### config.mk
export PLATFORM = sky130hd
export DESIGN_NAME = yuv_pair_to_rgb_with_skip_unit
export DESIGN_NICKNAME = d
export VERILOG_FILES = /design/src/rtl/yuvskip_pkg.sv /design/src/rtl/yuvskip_pixel.sv /design/src/rtl/yuv_pair_to_rgb_with_skip_unit.sv
export SDC_FILE = /design/constraint.sdc
export NUM_CORES = 1
export LEC_CHECK = 0
export BUFFER_PORTS_ARGS = -buffer_cell sky130_fd_sc_hd__buf_2
export CAP_MARGIN = 5
export CORE_MARGIN = 4
export CORE_UTILIZATION = 55
export DETAILED_ROUTE_END_ITERATION = 8
export PLACE_DENSITY = 0.85
export SLEW_MARGIN = 10
export SYNTH_ARGS = -nofsm -noshare
export SYNTH_HDL_FRONTEND = slang
export SYNTH_SLANG_ARGS = --single-unit
export TNS_END_PERCENT = 10
### constraint.sdc
create_clock -name clk -period 6.3 [get_ports clk]
set_clock_uncertainty 0.15 [all_clocks]
set_input_delay 0.315 -clock clk [delete_from_list [all_inputs] [get_ports clk]]
set_output_delay 0.315 -clock clk [all_outputs]
set_load 0.005 [all_outputs]
### src/rtl/yuvskip_pkg.sv
// package for the yuv pixel-pair to rgb converter with skip flags
// holds item types, coefficients and widths; no dependencies
`default_nettype none

package yuvskip_pkg;

	localparam int unsigned PIX_W     = 8;
	// signed width of the scaled sums before the shift
	localparam int unsigned SUM_W     = 18;
	localparam int unsigned IN_DATA_W  = 64;
	localparam int unsigned OUT_DATA_W = 56;

	localparam logic signed [SUM_W-1:0] COEF_RV = 18'sd358;
	localparam logic signed [SUM_W-1:0] COEF_GU = 18'sd88;
	localparam logic signed [SUM_W-1:0] COEF_GV = 18'sd182;
	localparam logic signed [SUM_W-1:0] COEF_BU = 18'sd453;
	localparam logic [PIX_W:0]          CHROMA_OFFSET = 9'd128;
	localparam logic [PIX_W-1:0]        PIX_MAX = 8'd255;

	typedef struct packed {
		logic [PIX_W-1:0] luma_even;
		logic [PIX_W-1:0] luma_odd;
		logic [PIX_W-1:0] chroma_u;
		logic [PIX_W-1:0] chroma_v;
		logic [PIX_W-1:0] prev_luma_even;
		logic [PIX_W-1:0] prev_luma_odd;
		logic [PIX_W-1:0] prev_chroma_u;
		logic [PIX_W-1:0] prev_chroma_v;
	} in_item_t;

	typedef struct packed {
		logic [PIX_W-1:0] red;
		logic [PIX_W-1:0] green;
		logic [PIX_W-1:0] blue;
	} rgb_t;

	typedef struct packed {
		rgb_t pix_even;
		logic write_even;
		rgb_t pix_odd;
		logic write_odd;
	} out_item_t;

endpackage

`default_nettype wire

### src/rtl/yuvskip_pixel.sv
// color conversion of one pixel: fixed-point bt601 matrix, floor shift, clip
// depends on yuvskip_pkg
`default_nettype none

module yuvskip_pixel (
	input  wire logic [yuvskip_pkg::PIX_W-1:0]   luma,
	input  wire logic signed [yuvskip_pkg::PIX_W:0] u,
	input  wire logic signed [yuvskip_pkg::PIX_W:0] v,
	output yuvskip_pkg::rgb_t                    rgb
);

	logic signed [yuvskip_pkg::SUM_W-1:0] y_scaled;
	logic signed [yuvskip_pkg::SUM_W-1:0] u_ext;
	logic signed [yuvskip_pkg::SUM_W-1:0] v_ext;
	logic signed [yuvskip_pkg::SUM_W-1:0] r_sum;
	logic signed [yuvskip_pkg::SUM_W-1:0] g_sum;
	logic signed [yuvskip_pkg::SUM_W-1:0] b_sum;

	// floor shift by 8 then clip to 0..255, taken straight from the sum
	function automatic logic [yuvskip_pkg::PIX_W-1:0] clip_shift(
		input logic signed [yuvskip_pkg::SUM_W-1:0] s
	);
		logic [yuvskip_pkg::PIX_W-1:0] res;
		if (s[yuvskip_pkg::SUM_W-1]) begin
			res = '0;
		end else if (|s[yuvskip_pkg::SUM_W-2:16]) begin
			res = yuvskip_pkg::PIX_MAX;
		end else begin
			res = s[15:8];
		end
		return res;
	endfunction

	always_comb begin
		y_scaled = signed'({2'b00, luma, 8'h00});
		u_ext    = yuvskip_pkg::SUM_W'(u);
		v_ext    = yuvskip_pkg::SUM_W'(v);
		r_sum    = y_scaled + yuvskip_pkg::COEF_RV * v_ext;
		g_sum    = y_scaled - yuvskip_pkg::COEF_GU * u_ext - yuvskip_pkg::COEF_GV * v_ext;
		b_sum    = y_scaled + yuvskip_pkg::COEF_BU * u_ext;
		rgb.red   = clip_shift(r_sum);
		rgb.green = clip_shift(g_sum);
		rgb.blue  = clip_shift(b_sum);
	end

endmodule

`default_nettype wire

### src/rtl/yuv_pair_to_rgb_with_skip_unit.sv
// Pixel-pair yuv to rgb converter with unchanged-pixel skip flags. Each input
// transfer carries two adjacent luma samples sharing one u/v pair, plus the
// same samples from the previous frame; each output transfer carries the
// clipped bt601 rgb of both pixels and a write flag per pixel that is low only
// when that pixel's luma and the shared chroma all match the previous frame.
// Each pair passes an input register, then a result register, and one pair
// is taken every clock while the output side keeps tready high; the color
// math is a single pass of constant multiplies and adds per pixel between
// the two registers. Input tready follows output tready combinationally
// through the two-entry pipeline, so a stalled result still lets one more
// pair enter. No configuration, no state beyond the pipeline.
// depends on yuvskip_pkg and yuvskip_pixel
`default_nettype none

module yuv_pair_to_rgb_with_skip_unit (
	input  wire logic        clk,
	input  wire logic        arst_n,
	input  wire logic        s_axis_tvalid,
	output logic             s_axis_tready,
	// luma_even, luma_odd, chroma_u, chroma_v, prev_luma_even,
	// prev_luma_odd, prev_chroma_u, prev_chroma_v (8 bits each, low first)
	input  wire logic [63:0] s_axis_tdata,
	output logic             m_axis_tvalid,
	input  wire logic        m_axis_tready,
	// red_even[7:0], green_even[15:8], blue_even[23:16], write_even[24],
	// red_odd[32:25], green_odd[40:33], blue_odd[48:41], write_odd[49],
	// zero fill [55:50]
	output logic [55:0]      m_axis_tdata
);

	yuvskip_pkg::in_item_t  in_item;
	yuvskip_pkg::in_item_t  item_s1;
	yuvskip_pkg::out_item_t res_comb;
	yuvskip_pkg::out_item_t res_s2;
	logic                   valid_s1;
	logic                   valid_s2;
	logic                   load_s1;
	logic                   load_s2;
	logic                   s2_free;
	logic signed [yuvskip_pkg::PIX_W:0] u_c;
	logic signed [yuvskip_pkg::PIX_W:0] v_c;
	logic                   chroma_same;

	// unpack the input transfer, first field in the low byte
	always_comb begin
		in_item.luma_even      = s_axis_tdata[7:0];
		in_item.luma_odd       = s_axis_tdata[15:8];
		in_item.chroma_u       = s_axis_tdata[23:16];
		in_item.chroma_v       = s_axis_tdata[31:24];
		in_item.prev_luma_even = s_axis_tdata[39:32];
		in_item.prev_luma_odd  = s_axis_tdata[47:40];
		in_item.prev_chroma_u  = s_axis_tdata[55:48];
		in_item.prev_chroma_v  = s_axis_tdata[63:56];
	end

	// handshake: the result register frees when empty or taken this cycle,
	// stage one frees when empty or moving on into the result register
	assign s2_free       = !valid_s2 || m_axis_tready;
	assign load_s2       = valid_s1 && s2_free;
	assign s_axis_tready = !valid_s1 || s2_free;
	assign load_s1       = s_axis_tvalid && s_axis_tready;
	assign m_axis_tvalid = valid_s2;

	always_ff @(posedge clk or negedge arst_n) begin
		if (!arst_n) begin
			valid_s1 <= 1'b0;
			valid_s2 <= 1'b0;
		end else begin
			if (s_axis_tready) begin
				valid_s1 <= s_axis_tvalid;
			end
			if (s2_free) begin
				valid_s2 <= valid_s1;
			end
		end
	end

	// payload registers, no reset
	always_ff @(posedge clk) begin
		if (load_s1) begin
			item_s1 <= in_item;
		end
		if (load_s2) begin
			res_s2 <= res_comb;
		end
	end

	// chroma centered around zero
	assign u_c = signed'({1'b0, item_s1.chroma_u} - yuvskip_pkg::CHROMA_OFFSET);
	assign v_c = signed'({1'b0, item_s1.chroma_v} - yuvskip_pkg::CHROMA_OFFSET);

	yuvskip_pixel u_pix_even (
		.luma (item_s1.luma_even),
		.u    (u_c),
		.v    (v_c),
		.rgb  (res_comb.pix_even)
	);

	yuvskip_pixel u_pix_odd (
		.luma (item_s1.luma_odd),
		.u    (u_c),
		.v    (v_c),
		.rgb  (res_comb.pix_odd)
	);

	// skip only when the pixel and its shared chroma are unchanged
	assign chroma_same = (item_s1.chroma_u == item_s1.prev_chroma_u) &&
		(item_s1.chroma_v == item_s1.prev_chroma_v);
	assign res_comb.write_even = !(chroma_same &&
		(item_s1.luma_even == item_s1.prev_luma_even));
	assign res_comb.write_odd = !(chroma_same &&
		(item_s1.luma_odd == item_s1.prev_luma_odd));

	// pack the result transfer, first field in the low bits
	always_comb begin
		m_axis_tdata         = '0;
		m_axis_tdata[7:0]    = res_s2.pix_even.red;
		m_axis_tdata[15:8]   = res_s2.pix_even.green;
		m_axis_tdata[23:16]  = res_s2.pix_even.blue;
		m_axis_tdata[24]     = res_s2.write_even;
		m_axis_tdata[32:25]  = res_s2.pix_odd.red;
		m_axis_tdata[40:33]  = res_s2.pix_odd.green;
		m_axis_tdata[48:41]  = res_s2.pix_odd.blue;
		m_axis_tdata[49]     = res_s2.write_odd;
	end

	// stage one moving on always leaves a valid result behind
	a_s1_to_s2: assert property (@(posedge clk) disable iff (!arst_n)
		load_s2 |=> valid_s2)
		else $error("stage one item lost on its way to the result register");

	// input is only held off while stage one is occupied
	a_ready_backpressure: assert property (@(posedge clk) disable iff (!arst_n)
		!s_axis_tready |-> (valid_s1 && valid_s2 && !m_axis_tready))
		else $error("input stalled without a full pipeline");

	// an unchanged even pixel must come out with its write flag low
	a_skip_even: assert property (@(posedge clk) disable iff (!arst_n)
		(load_s2 && chroma_same && (item_s1.luma_even == item_s1.prev_luma_even))
		|=> !res_s2.write_even)
		else $error("unchanged even pixel flagged for write");

	// a changed chroma forces both pixels to be written
	a_chroma_write: assert property (@(posedge clk) disable iff (!arst_n)
		(load_s2 && !chroma_same) |=> (res_s2.write_even && res_s2.write_odd))
		else $error("chroma change did not flag both pixels");

endmodule

`default_nettype wire

## After elaboration in Yosys (flattened, before gate mapping)

Cells that the tools add are included.

| operators by class | value |
|---|---|
| add/sub/neg operators | 10 |
| multiply operators | 4 |
| eq/ne operators | 4 |
| mux-type cells | 6 |
| reductions and logical operators | 11 |

Operators with widths:

| kind | count |
|---|---|
| adder 17 x 18 -> 18 bit | 4 |
| 2-to-1 mux 8 bit | 6 |
| subtractor 17 x 18 -> 18 bit | 2 |
| subtractor 18 bit | 2 |
| equality test 8 bit | 4 |
| multiplier 10 x 9 -> 18 bit (first input constant) | 1 |
| subtractor 8 x 8 -> 9 bit (second input constant) | 2 |
| multiplier 8 x 9 -> 17 bit (first input constant) | 1 |
| multiplier 9 x 9 -> 17 bit (first input constant) | 1 |
| multiplier 5 x 9 -> 14 bit (first input constant) | 1 |
| logical AND 1 bit | 5 |
| zero test 1 bit | 4 |
| logical OR 1 bit | 2 |

| word-level totals | value |
|---|---|
| register bits after elaboration | 116 |
| input bits | 68 |
| word-level logic and storage cells | 53 |

## Longest topological paths before layout

| depth | value |
|---|---|
| depth in word-level cells | 5 |
| gate-level depth with buffers | 28 |

## Hierarchy

From an unflattened synthesis, not the netlist that was laid out.

| unflattened totals | value |
|---|---|
| cell total of the unflattened synthesis | 1,654 |
| area total of the unflattened synthesis | 16,809.9 µm² |

By module, submodules not included:

| module | times used | cells an instance | area each (µm²) |
|---|---|---|---|
| yuvskip_pixel (u_pix_even) | 1 | 750 | 6,503.7 |
| yuvskip_pixel (u_pix_odd) | 1 | 730 | 6,384.9 |
| yuv_pair_to_rgb_with_skip_unit | 1 | 174 | 3,921.3 |

## Worst setup path after synthesis

Ideal clock, no wire load.

| timing path | value |
|---|---|
| path kind | register to register |
| start point | reg item_s1[39] (netlist name) |
| end point | reg res_s2, in the netlist m_axis_tdata[25] (data pin) |
| setup time | 131 ps |
| arrival | 6,050 ps |
| required time | 6,019 ps |
| setup slack | -31 ps |
| cell stages (with the launch flop) | 27 |
| buffers on the path | 1 |
| period minus slack after synthesis | 6,331 ps |
| cell sequence | edfxtp_1 -> clkbuf_1 -> inv_1 -> ha_1 -> inv_1 -> ha_1 -> inv_1 -> fa_1 -> fa_1 -> inv_1 -> ha_1 -> ha_1 -> a21o_1 -> a21o_1 -> o21a_1 -> nor2_1 -> nor2b_1 -> nor2_1 -> xnor2_1 -> ha_1 -> o21a_1 -> o31a_1 -> o31ai_1 -> a32o_1 -> nor3_1 -> xnor2_1 -> o21a_1 |

| on the way | value |
|---|---|
| cells in the longest elaborated chain, start to end | 4 |

RTL lines:

| element | line | source |
|---|---|---|
| start, declared | yuv_pair_to_rgb_with_skip_unit.sv:32 | `yuvskip_pkg::in_item_t item_s1;` |
| start signal, assigned | yuv_pair_to_rgb_with_skip_unit.sv:81 | `item_s1 <= in_item;` |
| subtractor 8 x 8 -> 9 bit (*) | yuv_pair_to_rgb_with_skip_unit.sv:90 | `assign v_c = signed'({1'b0, item_s1.chroma_v} - yuvskip_pkg::CHROMA_OFFSET);` |
| multiplier 9 x 9 -> 17 bit (*) | yuvskip_pixel.sv:38 | `r_sum = y_scaled + yuvskip_pkg::COEF_RV * v_ext;` |
| adder 17 x 18 -> 18 bit (*) | yuvskip_pixel.sv:38 |  |
| 2-to-1 mux 8 bit | yuvskip_pixel.sv:26 | `end else if (\|s[yuvskip_pkg::SUM_W-2:16]) begin` |
| end signal, assigned | yuv_pair_to_rgb_with_skip_unit.sv:84 | `res_s2 <= res_comb;` |
| end, declared | yuv_pair_to_rgb_with_skip_unit.sv:34 | `yuvskip_pkg::out_item_t res_s2;` |

Mark *: on every way between the ends. The rest lies on a longest branch, timed or not.
A chain may end at the register's enable or synchronous reset.

## Worst setup path after layout

| timing path | value |
|---|---|
| start point | reg item_s1[39] (netlist name) |
| end point | reg res_s2, in the netlist m_axis_tdata[2] (data pin) |

The elaborated chain is that of the path after synthesis.

==> impl_metrics.tcl <==
set metrics [dict create \
    outcome "finished, final reports clean" \
    drcViolationCount 0 \
    placed_area_um2 12800 \
    vias 9365 \
    worst_slew_pin_slew_ns 1.28 \
    cp.arrival_ns 6.28 \
    reg2reg_from "item_s1[39]" \
    grt_max_degree 65 \
    ant_nets 0 \
    antenna_found_initial 0 \
    core_um2 20600 \
    cts_buffers 17 \
    fin_crit_sh 0.977 \
    gp_congestion 0.921 \
    synth_area_um2 11600 \
    worstPathRequired_ns 6.42 \
    synth_area_leaders "edfxtp_1 29%, ha_1 22%, fa_1 11%" \
    drive_gt1_frac 0.186 \
    synth_seq_area_share 0.298 \
    final_max_slew_viol_count 0 \
    track_usage 0.267 \
    fin_cells 1642 \
    cp-start-kind "flip-flop" \
    rrSetupSlack_ns 0.14 \
    die_h_um 154 \
    synth_seq_cells 116 \
    worst_r2r_path_depth 27 \
    dp_hpwl_um 22200 \
    areaGrowthSynthToFinish_pct 22.8 \
    final_cell_mix "195 x ha_1, 193 x inv_1, 119 x buf_2, 114 x edfxtp_1" \
    period_needed_ns 6.16 \
    ios 126 \
    drt_iter0_markers 633 \
    synthArstFlopShare 0.0172 \
    rsz0062_at_grt "yes" \
    routed_wl_um 32500 \
    globalRouteOverflowTotal 0 \
    grt_pass1_vias 9562 \
    cp_max_fo 8 \
    yosysTopAreaCellShare 0.294 \
    placed_cells 1535 \
    fin_ws_ns 0.143 \
    cts_buffer_depth 2 \
    grt_pass1_wl_um 49600 \
    fp.dieW_um 154 \
    timing.fmax_mhz 162 \
    r2r-end "m_axis_tdata[2]" \
    clk_pin_slew_ns 0.07 \
    worstSetupEndpointType "flip-flop" \
    syn_inst 1123 \
    port_buffers 119 \
    finalSetupViolations 0 \
    antennaDiodeCount 0 \
    hold_viol_final 0 \
    post-route-util 0.696 \
    first_pass_iters 8 \
    critPathKind "flip-flop to flip-flop" \
    wire_per_inst_um 19.8 \
    clock_latency_ns 0.44 \
    ys_warn_count 0 \
    hold_path_class "input port to asynchronous set/reset pin" \
    ys.flop_type "edfxtp_1" \
    num_rows 52 \
    max-cap-violations 0 \
    cts_tree "built" \
    final_common_cell "ha_1" \
    crit_start "item_s1[39]" \
    post_synth_num_cell_types 65 \
    fp.dieArea_um2 23600 \
    design_area_um2 14300 \
    synth_area_per_cell_um2 10.4 \
    cts_num_sinks 116 \
    crit_end "m_axis_tdata[2]" \
    htree_levels 4 \
    cts_root_buffer "clkbuf_16" \
    relSlewSlack 0.137 \
    viasPerCell 5.70 \
    synth_edf_count 114 \
    synth_top_area_cell "edfxtp_1" \
    dpl_worst_slack_ns -0.127 \
    start_util 0.567 \
    final_nets 1696 \
]
-- registers in the layout, summed over array words and instances, names as in the netlist --
name,cells
item_s1,64
m_axis_tdata,50
m_axis_tvalid,1
valid_s1,1
-- worst min path at each step --
stage                        from             to  slack, ns  depth (start not counted)
global route        m_axis_tready       valid_s1       0.06                          3
CTS                 m_axis_tready  m_axis_tvalid       0.01                          3
global placement           arst_n       valid_s1      -0.05                          1
floorplan                  arst_n  m_axis_tvalid      -0.13                          0
detailed placement         arst_n  m_axis_tvalid      -0.04                          1
finish                     arst_n       valid_s1       0.05                          2
-- synth_stat cells, types with 3 or more instances --
cell and count:
a21boi_0 4, xor2_1 43, nand2_1 28, edfxtp_1 114, a21oi_1 58, nor3_1 21, a21o_1 26, and2_1 5
nor2b_1 10, fa_1 66, and3_1 6, buf_4 6, nand2b_1 14, o21ai_0 43, or2_2 11, o21bai_1 3
nand4_1 6, o21a_1 41, ha_1 203, o211ai_1 7, nand3_1 11, o31a_1 3, a31oi_1 6, nor4_1 5
clkbuf_1 4, nor2_1 62, xnor2_1 70, inv_1 195, a211oi_1 9
-- final cells by class --
type | instances | area (µm²)
Timing Repair Buffer | 223 | 1550
Fill cell | 1406 | 6250
Inverter | 195 | 732
Multi-Input combinational cell | 806 | 7660
Clock inverter | 14 | 125
Clock buffer | 18 | 429
Tap cell | 270 | 338
Sequential cell | 116 | 3470
-- per-stage QoR --
step                setup TNS (ns)  hold WS [ns]
floorplan                        0        -0.131
global placement                 0       -0.0496
detailed placement           -1.07       -0.0450
CTS                              0        0.0135
global route                 -2.72        0.0590
finish                           0        0.0457
-- cells by family (layout without fill, tap and decap cells) --
kind of cell	Yosys count	after routing	share of synthesized area
buffers and inverters	206	450	0.0689
multiplexers	1	1	0.000859
AO/OA/AOI/OAI	222	222	0.125
adder cells (fa/ha/maj)	269	269	0.331
other	1	6	0.000322
flip-flops	116	116	0.298
XOR/XNOR	118	118	0.0947
AND/OR/NAND/NOR	190	190	0.0808
-- critical path, stage by stage, from the launching register on --
cell	delay, ns
edfxtp_1	0.40
inv_2	0.13
ha_1	0.27
inv_1	0.11
ha_1	0.23
inv_1	0.07
fa_1	0.44
fa_1	0.55
inv_1	0.04
ha_1	0.29
ha_1	0.36
a21o_1	0.20
a21o_1	0.23
o21a_1	0.23
nor2_2	0.14
nor2b_1	0.06
nor2_1	0.11
xnor2_1	0.15
buf_4	0.15
ha_2	0.28
o21a_1	0.19
o31a_1	0.12
o211ai_1	0.21
a22oi_1	0.13
xor2_1	0.28
nor3_2	0.07
buf_4	0.18
nor3_2	0.22
-- metal layers --
| layer | routed length [µm] | vias up | GRT usage |
|---|---|---|---|
| li1 | - | 4333 | - |
| met1 | 11700 | 4440 | 0.306 |
| met2 | 16200 | 463 | 0.463 |
| met3 | 2670 | 129 | 0.0644 |
| met4 | 1930 | 0 | 0.143 |
| met5 | 0 | - | 0 |
-- timing repair --
item | in CTS | in global routing
gates resized for setup | 2 | 51
gates cloned | 0 | 0
endpoints found under the setup margin | 16 | 40
endpoints found under the hold margin | 67 | 0
setup buffers | 3 | 6
hold buffers | 66 | 0
pin swaps | 0 | 20
Power is not shown: default switching activity piles up to over one toggle a cycle in this logic, so the estimate is an artifact.
